[src/spn_pkg.sv]
// ----------------------------------------------------------------------------
// spn_pkg
// Shared types, S-box table and round functions of the 32-bit SPN cipher.
// ----------------------------------------------------------------------------
package spn_pkg;

  localparam int unsigned BLOCK_W      = 32;
  localparam int unsigned KEY_ROT_STEP = 11;

  typedef logic [BLOCK_W-1:0] block_t;
  typedef logic [4:0]         rot_t;

  localparam logic [3:0] SBOX [16] = '{
    4'hC, 4'h5, 4'h6, 4'hB, 4'h9, 4'h0, 4'hA, 4'hD,
    4'h3, 4'hE, 4'hF, 4'h8, 4'h4, 4'h7, 4'h1, 4'h2
  };

  function automatic block_t spn_rotl(input block_t v, input rot_t s);
    logic [2*BLOCK_W-1:0] both;
    both = {v, v} << s;
    return both[2*BLOCK_W-1:BLOCK_W];
  endfunction

  function automatic block_t spn_substitute(input block_t v);
    block_t res;
    for (int n = 0; n < 8; n++) begin
      res[4*n +: 4] = SBOX[v[4*n +: 4]];
    end
    return res;
  endfunction

  // Output position 8a+b takes input position 4b+a; position p is bit 31-p.
  function automatic block_t spn_transpose(input block_t v);
    block_t res;
    for (int a = 0; a < 4; a++) begin
      for (int b = 0; b < 8; b++) begin
        res[31-(8*a+b)] = v[31-(4*b+a)];
      end
    end
    return res;
  endfunction

endpackage

[src/spn_round_cell.sv]
// ----------------------------------------------------------------------------
// spn_round_cell
// One round of the cipher with its own beat register: key mix, S-box layer,
// then either the bit transpose or, in the last round, the final key mix.
// ----------------------------------------------------------------------------
module spn_round_cell #(
  parameter int unsigned ROUND_IDX = 1,
  parameter bit          IS_LAST   = 1'b0
) (
  input  logic            clk_i,
  input  logic            rst_ni,
  input  spn_pkg::block_t key_i,
  input  logic            valid_i,
  input  spn_pkg::block_t data_i,
  output logic            ready_o,
  output logic            valid_o,
  output spn_pkg::block_t data_o,
  input  logic            ready_i
);
  import spn_pkg::*;

  localparam rot_t ROT_CUR = rot_t'((KEY_ROT_STEP * ROUND_IDX) % 32);

  block_t mixed;
  block_t subst;
  block_t result_d;
  block_t data_q;
  logic   valid_q;

  assign mixed = data_i ^ spn_rotl(key_i, ROT_CUR);
  assign subst = spn_substitute(mixed);

  generate
    if (IS_LAST) begin : g_last
      localparam rot_t ROT_NEXT = rot_t'((KEY_ROT_STEP * (ROUND_IDX + 1)) % 32);
      assign result_d = subst ^ spn_rotl(key_i, ROT_NEXT);
    end else begin : g_mid
      assign result_d = spn_transpose(subst);
    end
  endgenerate

  assign ready_o = !valid_q || ready_i;

  always_ff @(posedge clk_i or negedge rst_ni) begin
    if (!rst_ni) begin
      valid_q <= 1'b0;
    end else if (ready_o) begin
      valid_q <= valid_i;
    end
  end

  always_ff @(posedge clk_i) begin
    if (ready_o && valid_i) begin
      data_q <= result_d;
    end
  end

  assign valid_o = valid_q;
  assign data_o  = data_q;

endmodule

[src/spn_cipher_32bit_encrypt.sv]
// ----------------------------------------------------------------------------
// spn_cipher_32bit_encrypt
// Each round cell registers its result; a block passes through every round cell in turn.
// Throughput: one block per cycle while the output is not stalled; each round cell holds one beat.
// A stalled output backs up the cell chain; ready passes back through full cells combinationally.
// Reset clears all valid flags and sets the key register to zero.
// ----------------------------------------------------------------------------
module spn_cipher_32bit_encrypt #(
  parameter int unsigned ROUND_COUNT = 4
) (
  input  logic            clk_i,
  input  logic            rst_ni,
  input  logic            cipher_key_we_i,
  input  spn_pkg::block_t cipher_key_i,
  input  logic            in_valid_i,
  output logic            in_ready_o,
  input  spn_pkg::block_t plaintext_i,
  output logic            out_valid_o,
  input  logic            out_ready_i,
  output spn_pkg::block_t ciphertext_o
);
  import spn_pkg::*;

  block_t key_q;
  logic   valid_w [ROUND_COUNT+1];
  logic   ready_w [ROUND_COUNT+1];
  block_t data_w  [ROUND_COUNT+1];

  always_ff @(posedge clk_i or negedge rst_ni) begin
    if (!rst_ni) begin
      key_q <= '0;
    end else if (cipher_key_we_i) begin
      key_q <= cipher_key_i;
    end
  end

  assign valid_w[0] = in_valid_i;
  assign data_w[0]  = plaintext_i;
  assign in_ready_o = ready_w[0];

  for (genvar r = 0; r < ROUND_COUNT; r++) begin : g_cell
    spn_round_cell #(
      .ROUND_IDX (r + 1),
      .IS_LAST   (r == ROUND_COUNT - 1)
    ) u_cell (
      .clk_i   (clk_i),
      .rst_ni  (rst_ni),
      .key_i   (key_q),
      .valid_i (valid_w[r]),
      .data_i  (data_w[r]),
      .ready_o (ready_w[r]),
      .valid_o (valid_w[r+1]),
      .data_o  (data_w[r+1]),
      .ready_i (ready_w[r+1])
    );
  end

  assign ready_w[ROUND_COUNT] = out_ready_i;
  assign out_valid_o          = valid_w[ROUND_COUNT];
  assign ciphertext_o         = data_w[ROUND_COUNT];

endmodule

[config.mk]
export PLATFORM = sky130hd
export DESIGN_NAME = spn_cipher_32bit_encrypt
export DESIGN_NICKNAME = d
export VERILOG_FILES = /design/src/spn_pkg.sv /design/src/spn_round_cell.sv /design/src/spn_cipher_32bit_encrypt.sv
export SDC_FILE = /design/constraint.sdc
export NUM_CORES = 1
export LEC_CHECK = 0
export ABC_AREA = 0
export CAP_MARGIN = 20
export CORE_MARGIN = 1
export CORE_UTILIZATION = 44
export CTS_BUF_LIST = sky130_fd_sc_hd__clkbuf_4
export DETAILED_ROUTE_END_ITERATION = 6
export DONT_BUFFER_PORTS = 1
export SYNTH_ARGS = -nofsm -noshare
export SYNTH_HDL_FRONTEND = slang
export SYNTH_HIERARCHICAL = 1
export SYNTH_SLANG_ARGS = --single-unit
[constraint.sdc]
create_clock -name clk_i -period 1.95 [get_ports clk_i]
set_input_delay 0.195 -clock clk_i [delete_from_list [all_inputs] [get_ports clk_i]]
set_output_delay 0.195 -clock clk_i [all_outputs]
set_load 0.01 [all_outputs]
# Word level (Yosys, flattened, before mapping)
# Memories as Yosys holds them, arrays and structs flattened. A register that Yosys moved wholly into a read port is not among the register bits.
# Index checks and enable logic that the tools add are counted.
# op_classes
addsub,0
multipliers,0
n_div,0
magnitude_cmp,8
eq_ne,0
n_shift,0
mux,16
bitwise_logic,37
reduce_logical,12
# ops
cell,n
NOT 4 -> 5 bit,32
XOR 32 bit,5
two-way mux 4 bit,16
greater-or-equal comparator 5 bit (second input constant),8
logical AND 1 bit,4
zero test 1 bit,4
logical OR 1 bit,4
# totals
ff_bits,68
latch_bits,0
mem_bits_rw,0
rom_bits,2048
in_bits,69
output_inout_bits,34
wordCells,111
n_memories,32
# mem_list
memory,words,width,rd,rd_clocked_by_memory_dff,write_ports,line_no,source
(name not given),16,4,1,0,0,spn_pkg.sv:27,res[4*n +: 4] = SBOX[v[4*n +: 4]];
(name not given),16,4,1,0,0,spn_pkg.sv:27,
(name not given),16,4,1,0,0,spn_pkg.sv:27,
(name not given),16,4,1,0,0,spn_pkg.sv:27,
(name not given),16,4,1,0,0,spn_pkg.sv:27,
(name not given),16,4,1,0,0,spn_pkg.sv:27,
26 more memories,-,-,-,-,-,-,

# Depth between registers and ports, before layout
# Gate-level depths: netlist (run 1).
# logic_depth
word_depth,6
depth_mapped,6
ltp_nobuf,6

# Modules after synthesis
# The synthesis (run 1) kept the hierarchy.
# by_module_without_submodules
module,n_inst,cells_per_inst,area_per_inst_um2
spn_round_cell at g_cell[3].u_cell,1,238,2932.8
spn_round_cell at g_cell[2].u_cell,1,199,2557.5
spn_round_cell at g_cell[0].u_cell,1,199,2533.7
spn_round_cell at g_cell[1].u_cell,1,200,2528.7
spn_cipher_32bit_encrypt,1,68,1345.0

# Least setup slack after synthesis (run 1)
# Ideal clock, no wire load.
# synth_path
path_kind,register -> register
from,register g_cell[3].u_cell.valid_q
to,register g_cell[0].u_cell.data_q[0] (enable)
setup_ps,392
t_arrival_ps,1755
path_slack_ps,-197
stages_incl_launch_ff,6
path_buffers,0
cell_sequence,dfrtp_1 nand2b_1 nand2b_1 nand2b_1 nand2b_1 and2_1
# synth_rtl
element,line_no,source
"start, declared",spn_round_cell.sv:28,logic valid_q;
"start signal, assigned",spn_round_cell.sv:48,valid_q <= valid_i;
"end, declared",spn_round_cell.sv:27,block_t data_q;

# Final worst setup path (run 1)
# layout_path
from,register key_q[29]
to,register g_cell[3].u_cell.data_q[10] (data pin)
# layout_via
elab_chain_cells,6
# layout_lines
element,line_no,source
"start, declared",spn_cipher_32bit_encrypt.sv:24,block_t key_q;
"start signal, assigned",spn_cipher_32bit_encrypt.sv:33,key_q <= cipher_key_i;
XOR 32 bit,spn_round_cell.sv:30,"assign mixed = data_i ^ spn_rotl(key_i, ROT_CUR);"
NOT 4 -> 5 bit (implied by the code),spn_pkg.sv:27,
memory read (16 x 4 bit),-,
two-way mux 4 bit (implied by the code) (2 in series),spn_pkg.sv:27,
XOR 32 bit,spn_round_cell.sv:36,"assign result_d = subst ^ spn_rotl(key_i, ROT_NEXT);"
via g_cell[3].u_cell.result_d[10],spn_round_cell.sv:26,block_t result_d;
"end signal, assigned",spn_round_cell.sv:54,data_q <= result_d;
"end, declared",spn_round_cell.sv:27,
# The timed path passes the listed nets, and every way through them passes these cells. The select of a mux whose other input is x is not followed.
# A chain may end at the register's enable or synchronous reset.

==> summary.md, run 1 <==
| Metric | Value |
|---|---|
| Die ar. | 27700 um2 |
| Remaining global-route overflow | 0 |
| Final clock period utilization by the worst path | 99.9% |
| Final #Nets | 1387 |
| Layout filler cell count | 2063 |
| Top cells by area, synth | sky130_fd_sc_hd__edfxtp_1 32%, sky130_fd_sc_hd__ha_1 10%, sky130_fd_sc_hd__xnor2_1 8.0% |
| Slew at the pin closest to its max-slew limit | 596 ps |
| Number of antenna violations at the first check in global routing | 1 |
| Leakage power of the design | 6.78 nW |
| Die Span X | 166 um |
| Final sum of negative setup slack | 0 ps |
| Clock group share of total power | 9.4% |
| First-pass GRT wire length | 46.1 mm |
| Antenna Nets Post-Route | 0 |
| Number of distinct library cell variants in the gate-level netlist after synthesis | 42 |
| Crit path capture type | flip-flop |
| Share of the yosys chip area belonging to registers | 39.9% |
| Number of DRC violations after detailed routing | 4 |
| Number of design-rule violations left by the first detailed-router iteration | 435 |
| Post-Layout Inst Area | 15700 um2 |
| Internal power component | 13.7 mW |
| Effective utilization at floorplan | 45.3% |
| Layout overhead on the synthesized area | 31.9% |
| Status | finished with violations |
| Overall power | 22.0 mW |
| Syn nets | 1069 |
| Worst setup path category | reg -> reg |
| Shortest period the worst path allows | 1950 ps |
| TritonRoute pass-1 iters | 7 |
| Pin count of the biggest net entering global routing | 37 |
| Asr flop ratio synth | 22.0% |
| Sink Count | 164 |
| Number of synthesized flops with an enable pin | 128 |
| CP Data Required Time | 2280 ps |
| Maximum level of the CTS H-tree | 4 |
| Core outline area | 26300 um2 |
| Via/cell ratio | 5.15 |
| Data arrival time of the critical path | 2280 ps |
| Length in cells of the worst reg-to-reg path | 5 |
| Maximum Capacitance Violations | 0 |
| Clock edge transition at the registers on the reported setup and hold paths | 140 ps |
| Cell taking the most area after synthesis | sky130_fd_sc_hd__edfxtp_1 |
| Type of element launching the critical path | flip-flop |
| RSZ-0062 raised after global routing | yes |
| Switching Power | 8.22 mW |
| Area share of the largest cell type after synthesis | 32.3% |
| Number of rows created at floorplan | 59 |
| Hold Slack | 46.0 ps |
| Hold Violations, Final | 0 |
| Number of instances in the synthesized netlist | 904 |
| Cell area reported after detailed placement | 14000 um2 |
| Max Clk Rate | 0.513 GHz |
| Average wire per cell in the routed design | 19.0 um |
| Total number of yosys warnings | 6 |
| Buffers from clock root to sink, at most | 2 |
| Mapped cell area | 11900 um2 |
| Routability Congestion | 0.859 |
| HPWL reported at the end of detailed placement | 23.5 mm |
| R2R setup slack | 2 ps |
| Switching share of power | 37.4% |
| Violations in the final reports | DRC |
| IO buf count | 0 |
| Vias in the first global route | 8288 |
| CTS tree | yes |
| P per Cell Area | 1400 nW/um2 |
| Clock latency reported for the late side of the worst-skew pair | 580 ps |
| Top FF cell, synth | sky130_fd_sc_hd__edfxtp_1 |
| Yosys reg bits | 164 |
| Synthesized area per cell | 13.2 um2 |
| Hold Path Cell Cnt | 2 |
| Hold Path Class | in -> reg |
| Clock Skews | 25.8 ps |
| Max-slew headroom | 60.0% |
| Cell chosen for the clock root | sky130_fd_sc_hd__clkbuf_4 |
| Combinational cell fraction of total power | 59.0% |
| Finish-stage setup viols | 0 |
| Number of I/O pins | 103 |
| Proportion of layout cells with a drive suffix above 1 | 39.5% |
| Count of pins over their slew limit | 0 |
| Global Route Usage Sum | 22.2% |
| Leading cell types by count after synthesis | 128 x sky130_fd_sc_hd__edfxtp_1, 127 x sky130_fd_sc_hd__inv_1, 109 x sky130_fd_sc_hd__xnor2_1 |
| Maximum vdd ir drop | 0.000598 V |
| Routed vias | 8093 |
| Sum of routed wire length over all layers | 29.8 mm |
| Worst Path Max Fanout | 4 |
| Number of buffers inserted during clock tree synthesis | 17 |
| Chip Height | 166 um |
| Sequential cell fraction of total power | 31.6% |
| Most frequent cell after synthesis | sky130_fd_sc_hd__edfxtp_1 |
[through the flow]
stage | utilization [%] | std cells | setup slack (ps)
2_1_floorplan | - | 904 | 2.64
3_3_place_gp | 53.2 | 1448 | -145
3_5_place_dp | 53.2 | 1448 | -143
4_1_cts | 58.0 | 1556 | -0.154
5_1_grt | 59.7 | 1571 | -65.1
6_report | 59.7 | 1571 | 2.08
[flip-flops by register name, summed over array words and instances (netlist names)]
signal / count
key_q: 32
g_cell.u_cell/valid_o: 4
g_cell.u_cell/data_o: 128
[layer usage]
layer	GRT usage (%)	wire (um)
met1	28.3	12900
met2	38.0	14700
met3	3.71	1260
met4	8.29	885
met5	0	0
[kinds of logic (layout without fill, tap and decap cells)]
group	Yosys count	after routing	synth area share, %
XOR/XNOR	198	198	17.3
AO/OA/AOI/OAI	84	84	5.31
buffers and inverters	134	465	4.70
flip-flops	164	164	39.9
adder cells (fa/ha/maj)	96	96	10.1
other	0	1	0
multiplexers	160	160	19.7
AND/OR/NAND/NOR	68	68	3.05
[power by group through the flow]
| stage | logic [mW] | clock network [mW] | registers, mW |
|---|---|---|---|
| after floorplan | 8.13 | 0 | 6.68 |
| after global placement | 11.8 | 0 | 6.89 |
| after detailed placement | 12.1 | 0 | 6.91 |
| after CTS | 12.5 | 2.13 | 6.88 |
| after global routing | 14.3 | 2.26 | 7.06 |
| final | 13.0 | 2.06 | 6.94 |
[layout make-up]
class,instances,area (um2),share of cell area [%]
antenna,1,2.50,0.0159
clock buffer,19,143,0.909
clock inverter,13,130,0.829
inverter,130,490,3.12
multi-input combinational,606,7180,45.8
sequential,164,4780,30.4
tap,335,419,2.67
timing repair buffer,303,2550,16.3
[cells in the final DEF, fill, tap and decap left out, types with 22 or more instances in the layout]
master,instances
sky130_fd_sc_hd__xor2_1,36
sky130_fd_sc_hd__ha_1,91
sky130_fd_sc_hd__dlygate4sd3_1,73
sky130_fd_sc_hd__xor2_2,28
sky130_fd_sc_hd__buf_4,219
sky130_fd_sc_hd__xnor2_2,45
sky130_fd_sc_hd__edfxtp_1,128
sky130_fd_sc_hd__mux2i_1,73
sky130_fd_sc_hd__dfrtp_2,25
sky130_fd_sc_hd__inv_1,120
sky130_fd_sc_hd__xnor2_1,73
sky130_fd_sc_hd__o21ai_0,22
sky130_fd_sc_hd__nand3_1,27
sky130_fd_sc_hd__mux2_4,31
sky130_fd_sc_hd__mux4_2,35
[what timing repair did]
item | CTS | global route
setup endpoints to repair | 69 | 46
hold buffers | 73 | 1
setup buffers | 4 | 13
pin swaps | 5 | 11
endpoints found under the hold margin | 76 | 1
resized for setup | 38 | 63
[worst max-delay path: stages, from the launching register on]
cell	delay [ps]
sky130_fd_sc_hd__dfrtp_2	480
sky130_fd_sc_hd__xnor2_2	230
sky130_fd_sc_hd__inv_2	80
sky130_fd_sc_hd__ha_1	290
sky130_fd_sc_hd__mux4_2	470
sky130_fd_sc_hd__xnor2_1	150
[path summary, 6_finish.rpt]
kind | to | from
worst max-delay path | g_cell[3].u_cell/data_o[10] | key_q[29]
worst min-delay path | g_cell[0].u_cell/data_o[16] | plaintext_i[1]
worst max register to register | g_cell[3].u_cell/data_o[10] | key_q[29]
worst min register to register | g_cell[1].u_cell/valid_o | g_cell[0].u_cell/valid_o
max in group asynchronous | key_q[16] | rst_ni
min in group asynchronous | key_q[4] | rst_ni
(Power assumes the default switching activity.)
==> run 2: changes to the inputs <==
- SYNTH_HIERARCHICAL: 1 -> not set
==> run 2 against run 1 <==
Against the previous run: the flow now finishes without violations; critical path depth unchanged; cell count increased by 5.6%; via count is 3.8% higher; fmax rose by 0.45%; highest routed layer is now met5; routed wire length grew 1.1%; sequential power down 1%; largest cell class unchanged; sequential share of layout area increased by 0.88 points; synthesized cell count is 18% higher; count of clock-buffer cells in the layout up 1.
==> summary.md, run 2 <==
| Metric | Value |
|---|---|
| Number of distinct library cell variants in the gate-level netlist after synthesis | 44 |
| Routability Congestion | 0.881 |
| Global Route Usage Sum | 21.4% |
| CTS tree | yes |
| Clock Skews | 27.1 ps |
| Sum of routed wire length over all layers | 30.1 mm |
| Combinational cell fraction of total power | 57.5% |
| Chip Height | 170 um |
| Vias in the first global route | 8294 |
| Number of DRC violations after detailed routing | 0 |
| Maximum Capacitance Violations | 0 |
| Leakage power of the design | 6.24 nW |
| Number of buffers inserted during clock tree synthesis | 17 |
| Clock group share of total power | 9.7% |
| TritonRoute pass-1 iters | 5 |
| Type of element launching the critical path | flip-flop |
| Max-slew headroom | 45.4% |
| Die ar. | 28900 um2 |
| Number of instances in the synthesized netlist | 1067 |
| Number of rows created at floorplan | 61 |
| Slew at the pin closest to its max-slew limit | 820 ps |
| Switching Power | 8.14 mW |
| Buffers from clock root to sink, at most | 2 |
| HPWL reported at the end of detailed placement | 23.7 mm |
| Mapped cell area | 12400 um2 |
| Core outline area | 27800 um2 |
| Final sum of negative setup slack | 0 ps |
| Number of I/O pins | 103 |
| Layout overhead on the synthesized area | 22.5% |
| Cell area reported after detailed placement | 13700 um2 |
| Switching share of power | 39.0% |
| Via/cell ratio | 5.07 |
| Asr flop ratio synth | 22.0% |
| Leading cell types by count after synthesis | 128 x sky130_fd_sc_hd__edfxtp_1, 100 x sky130_fd_sc_hd__inv_1, 96 x sky130_fd_sc_hd__ha_1 |
| Worst setup path category | reg -> reg |
| Pin count of the biggest net entering global routing | 37 |
| Maximum level of the CTS H-tree | 4 |
| Effective utilization at floorplan | 44.7% |
| Length in cells of the worst reg-to-reg path | 5 |
| Crit path capture type | flip-flop |
| Count of pins over their slew limit | 0 |
| Commonest non-fill, non-tap cell in the layout | sky130_fd_sc_hd__buf_4 |
| IO buf count | 0 |
| Final #Nets | 1431 |
| Cell chosen for the clock root | sky130_fd_sc_hd__clkbuf_4 |
| CP Data Required Time | 2300 ps |
| Hold Slack | 26.7 ps |
| Top FF cell, synth | sky130_fd_sc_hd__edfxtp_1 |
| Top cells by area, synth | sky130_fd_sc_hd__edfxtp_1 31%, sky130_fd_sc_hd__ha_1 9.7%, sky130_fd_sc_hd__dfrtp_1 7.3% |
| Max Clk Rate | 0.516 GHz |
| Internal power component | 12.8 mW |
| Clock latency reported for the late side of the worst-skew pair | 570 ps |
| Hold Path Class | in -> reg |
| Hold Violations, Final | 0 |
| Layout filler cell count | 2389 |
| Antenna Nets Post-Route | 0 |
| Die Span X | 170 um |
| Finish-stage setup viols | 0 |
| Core Util, Final | 54.8% |
| Post-Layout Inst Area | 15200 um2 |
| Overall power | 20.9 mW |
| Worst Path Max Fanout | 4 |
| Hold Path Cell Cnt | 2 |
| Routed vias | 8404 |
| Highest-count cells in the layout ignoring fill and taps | 158 x sky130_fd_sc_hd__buf_4, 128 x sky130_fd_sc_hd__edfxtp_1, 89 x sky130_fd_sc_hd__inv_1, 88 x sky130_fd_sc_hd__ha_1, 78 x sky130_fd_sc_hd__dlygate4sd3_1 |
| Share of the yosys chip area belonging to registers | 38.2% |
| Shortest period the worst path allows | 1940 ps |
| Syn nets | 1232 |
| Data arrival time of the critical path | 2290 ps |
| Sequential cell fraction of total power | 32.8% |
| Cell taking the most area after synthesis | sky130_fd_sc_hd__edfxtp_1 |
| P per Cell Area | 1370 nW/um2 |
| Number of design-rule violations left by the first detailed-router iteration | 482 |
| Proportion of layout cells with a drive suffix above 1 | 29.9% |
| RSZ-0062 raised after global routing | yes |
| Most frequent cell after synthesis | sky130_fd_sc_hd__edfxtp_1 |
| Area share of the largest cell type after synthesis | 30.9% |
| Flip-flop count of the largest register after layout | 128 |
| Status | finished, final reports clean |
| Total number of yosys warnings | 0 |
| First-pass GRT wire length | 45.8 mm |
| Final clock period utilization by the worst path | 99.4% |
| Yosys reg bits | 164 |
| Synthesized area per cell | 11.6 um2 |
| Remaining global-route overflow | 0 |
| Sink Count | 164 |
| Number of synthesized flops with an enable pin | 128 |
| Clock edge transition at the registers on the reported setup and hold paths | 140 ps |
| Maximum vdd ir drop | 0.000498 V |
| Average wire per cell in the routed design | 18.2 um |
| Number of antenna violations at the first check in global routing | 3 |
-- run 2: logic make-up after synthesis --
| kind of cell | after synthesis | share of synthesized area (%) |
|---|---|---|
| mux | 105 | 12.2 |
| compound gates | 168 | 7.95 |
| flops | 164 | 38.2 |
| buf+inv | 170 | 7.37 |
| fa+ha+maj | 96 | 9.67 |
| simple gates | 152 | 5.48 |
| xor+xnor | 212 | 19.1 |
-- run 2: through the flow --
stage / setup WS, ps / cells
finish: 10.8 / 1659
global route: -57.5 / 1659
CTS: 1.49 / 1652
detailed placement: -66.7 / 1541
global placement: -38.7 / 1541
floorplan: 29.6 / 1067
-- run 2: layout make-up --
type / instances / area [um2] / area share [%]
sequential: 164 / 4770 / 31.3
inverter: 102 / 388 / 2.55
clock inverter: 12 / 114 / 0.748
timing repair buffer: 248 / 2190 / 14.4
multi-input combinational: 733 / 7140 / 46.9
clock buffer: 20 / 150 / 0.986
tap: 378 / 473 / 3.11
antenna: 2 / 5.00 / 0.0329
-- run 2: critical path, stage by stage (launching register included) --
cell	delay [ps]
sky130_fd_sc_hd__edfxtp_1	480
sky130_fd_sc_hd__xnor2_4	220
sky130_fd_sc_hd__inv_2	90
sky130_fd_sc_hd__ha_1	310
sky130_fd_sc_hd__mux4_2	480
sky130_fd_sc_hd__xnor2_1	140
-- run 2: metal layers --
metal / vias up / global-route usage, % / part of all wire (%) / routed length, um
met1: 4065 / 27.4 / 44 / 13200
met4: 2 / 8.19 / 3.3 / 1000
li1: 4105 / - / - / -
met5: - / 0 / 0.043 / 13
met2: 181 / 36.0 / 48 / 14600
met3: 51 / 3.58 / 4.5 / 1360
-- run 2: timing repair --
item                                    4_1_cts  5_1_grt
hold endpoints to repair                     84        1
setup buffers                                 1        4
hold buffers                                 78        1
endpoints found under the setup margin       14       55
pin swaps                                     3       13
resized for setup                             9       69
-- run 2: final timing paths --
path	start	to	slack (ps)
worst max-delay path	g_cell[2].u_cell.data_o[9]	g_cell[3].u_cell.data_o[10]	10
worst min-delay path	plaintext_i[31]	g_cell[0].u_cell.data_o[31]	30
worst max register to register	g_cell[2].u_cell.data_o[9]	g_cell[3].u_cell.data_o[10]	10
worst min register to register	g_cell[0].u_cell.valid_o	g_cell[1].u_cell.valid_o	510
max in group asynchronous	rst_ni	key_q[11]	1600
min in group asynchronous	rst_ni	key_q[16]	90
-- run 2: power by group through the flow --
stage | logic [mW] | clock network (mW) | registers [mW]
3_3_place_gp | 11.0 | 0 | 6.87
5_1_grt | 13.3 | 2.20 | 7.00
6_report | 12.0 | 2.02 | 6.86
4_1_cts | 11.5 | 2.07 | 6.81
3_5_place_dp | 11.2 | 0 | 6.89
2_1_floorplan | 8.73 | 0 | 6.30
==> run 3: changes to the inputs <==
- ABC_AREA: 0 -> not set
- CORE_UTILIZATION: 44 -> 61
- PLACE_DENSITY: not set -> 0.8
==> run 3 against run 2 <==
Against the previous run: the run now ends with hold timing, setup timing left; clock power increased by 22%; core utilization increased by 23 points; count of clock-buffer cells in the layout down 3; via count rose by 16%; sequential power up 2%; non-clock buffer count down 9; critical path depth up 1; global-route usage is 12 points higher; sequential share of layout area decreased by 0.090 points; cell count is 7.3% lower; die area shrank 28%.
==> summary.md, run 3 (same netlist as run 2, synthesis figures left out) <==
| Metric | Value |
|---|---|
| Status | finished with violations |
| Violations in the final reports | hold timing, setup timing |
| CP dominant cell by count | sky130_fd_sc_hd__buf_4 |
| Slew at the pin closest to its max-slew limit | 826 ps |
| Die ar. | 20900 um2 |
| Final #Nets | 1422 |
| TritonRoute pass-1 iters | 5 |
| Number of DRC violations after detailed routing | 0 |
| Finish-stage setup viols | 19 |
| Routability Congestion | 0.911 |
| Max-slew headroom | 44.9% |
| Die Span X | 145 um |
| Leakage power of the design | 6.27 nW |
| Core outline area | 19700 um2 |
| Hold Violations, Final | 1 |
| Number of buffers inserted during clock tree synthesis | 17 |
| P per Cell Area | 1480 nW/um2 |
| Hold Slack | -2.37 ps |
| Via/cell ratio | 6.34 |
| Cell chosen for the clock root | sky130_fd_sc_hd__clkbuf_4 |
| Crit path capture type | flip-flop |
| Routed vias | 9747 |
| Layout filler cell count | 1024 |
| Remaining global-route overflow | 0 |
| Maximum cell stage delay along the critical path | 620 ps |
| CP Data Required Time | 2280 ps |
| Buffers from clock root to sink, at most | 2 |
| Library cell contributing the largest single delay on the critical path | sky130_fd_sc_hd__o21ai_0 |
| Number of rows created at floorplan | 51 |
| Global Route Usage Sum | 32.9% |
| Max Clk Rate | 0.449 GHz |
| Worst setup path category | reg -> reg |
| Post-Layout Inst Area | 15300 um2 |
| Highest routed metal layer | met4 |
| Highest-count cells in the layout ignoring fill and taps | 145 x sky130_fd_sc_hd__buf_4, 128 x sky130_fd_sc_hd__edfxtp_1, 91 x sky130_fd_sc_hd__inv_1, 87 x sky130_fd_sc_hd__ha_1, 83 x sky130_fd_sc_hd__dlygate4sd3_1 |
| Count of pins over their slew limit | 0 |
| First-pass GRT wire length | 50.2 mm |
| Amount of wire on met2 after detailed routing | 17.8 mm |
| Average wire per cell in the routed design | 24.5 um |
| Wire length the detailed router placed on met1 | 13.0 mm |
| Pin count of the biggest net entering global routing | 37 |
| Clock edge transition at the registers on the reported setup and hold paths | 160 ps |
| Data arrival time of the critical path | 2560 ps |
| Effective utilization at floorplan | 63.0% |
| Number of design-rule violations left by the first detailed-router iteration | 1274 |
| Sink Count | 164 |
| Layout overhead on the synthesized area | 22.8% |
| Chip Height | 145 um |
| IO buf count | 0 |
| Core Util, Final | 77.4% |
| Gate family responsible for the most delay along the worst path | compound AO/OA/AOI/OAI gates |
| Number of cells in the finished layout apart from fillers | 1538 |
| Clock latency reported for the late side of the worst-skew pair | 620 ps |
| Cell area reported after detailed placement | 13400 um2 |
| R2R setup slack | -280 ps |
| HPWL reported at the end of detailed placement | 22.4 mm |
| Buf/Inv on CP | 2 |
| Final worst-path setup slack | -278 ps |
| Type of element launching the critical path | flip-flop |
| # placed instances | 1409 |
| Flip-flop count of the largest register after layout | 128 |
| Antenna Nets Post-Route | 0 |
| Crit-path cells | buf_4, xor2_1, buf_4, nor2_1, a21oi_1, o21ai_0 |
| Commonest non-fill, non-tap cell in the layout | sky130_fd_sc_hd__buf_4 |
| Number of antenna violations at the first check in global routing | 2 |
| Shortest period the worst path allows | 2230 ps |
| Sum of routed wire length over all layers | 37.6 mm |
| CTS tree | yes |
| Hold Path Class | in -> reg |
| DP Worst Slack | -107 ps |
| Worst Path Max Fanout | 6 |
| Maximum vdd ir drop | 0.000684 V |
| Proportion of layout cells with a drive suffix above 1 | 30.2% |
| Number of I/O pins | 103 |
| RSZ-0062 raised after global routing | yes |
| Vias in the first global route | 9212 |
| DR WL met3 | 3.94 mm |
| Maximum Capacitance Violations | 0 |
| Clock Skews | 32.9 ps |
| Maximum level of the CTS H-tree | 4 |
| Final clock period utilization by the worst path | 114% |
-- run 3: repair_timing --
item	4_1_cts	5_1_grt
endpoints found under the setup margin	13	70
hold endpoints to repair	89	1
gates resized for setup	12	83
buffers inserted	1	9
hold buffers	83	1
pin swaps	1	13
-- run 3: path summary, 6_finish.rpt --
| kind | start | endpoint | cells after the start |
|---|---|---|---|
| min in group asynchronous | rst_ni | key_q[27] | 2 |
| max in group asynchronous | rst_ni | key_q[19] | 2 |
| hold / removal | plaintext_i[14] | g_cell[0].u_cell.data_o[27] | 3 |
| hold reg to reg | g_cell[1].u_cell.valid_o | g_cell[2].u_cell.valid_o | 1 |
| setup / recovery | key_q[21] | g_cell[2].u_cell.data_o[5] | 6 |
| setup reg to reg | key_q[21] | g_cell[2].u_cell.data_o[5] | 6 |
-- run 3: power breakdown --
| part | internal (mW) | leakage, nW | switching [mW] |
|---|---|---|---|
| clock network | 1.13 | 0.172 | 1.33 |
| registers | 5.68 | 1.64 | 1.29 |
| logic | 6.28 | 4.46 | 6.81 |
| total | 13.1 | 6.27 | 9.44 |
-- run 3: layer usage --
metal	GRT usage, %	vias to the layer above
li1	-	4072
met4	18.4	0
met3	7.77	224
met1	39.2	4680
met5	0	-
met2	55.0	771
-- run 3: layout make-up --
type | count | area (um2) | share of cell area [%]
multi-input cells | 733 | 7320 | 47.9
inverters | 102 | 383 | 2.51
repair buffers | 239 | 2120 | 13.9
clock inverters | 15 | 211 | 1.39
flip-flops and latches | 164 | 4760 | 31.2
clock buffers | 17 | 128 | 0.836
well taps | 265 | 332 | 2.17
diodes | 3 | 7.51 | 0.0492
-- run 3: metrics by stage --
stage / hold slack [ps] / power, mW / TNS, ps
final: -2.37 / 22.5 / -1480
after global routing: 8.44 / 23.6 / -2620
after CTS: 2.02 / 20.5 / 0
after detailed placement: -100 / 17.8 / -289
after global placement: -99.9 / 17.3 / -64.5
after floorplan: -101 / 15.0 / 0
-- run 3: worst register-to-register path: cells and delay by family (launching register included) --
| kind | cells | cell delay [ps] |
|---|---|---|
| simple gates | 1 | 150 |
| xor+xnor | 1 | 230 |
| flops | 1 | 480 |
| compound gates | 2 | 690 |
| buf+inv | 2 | 410 |
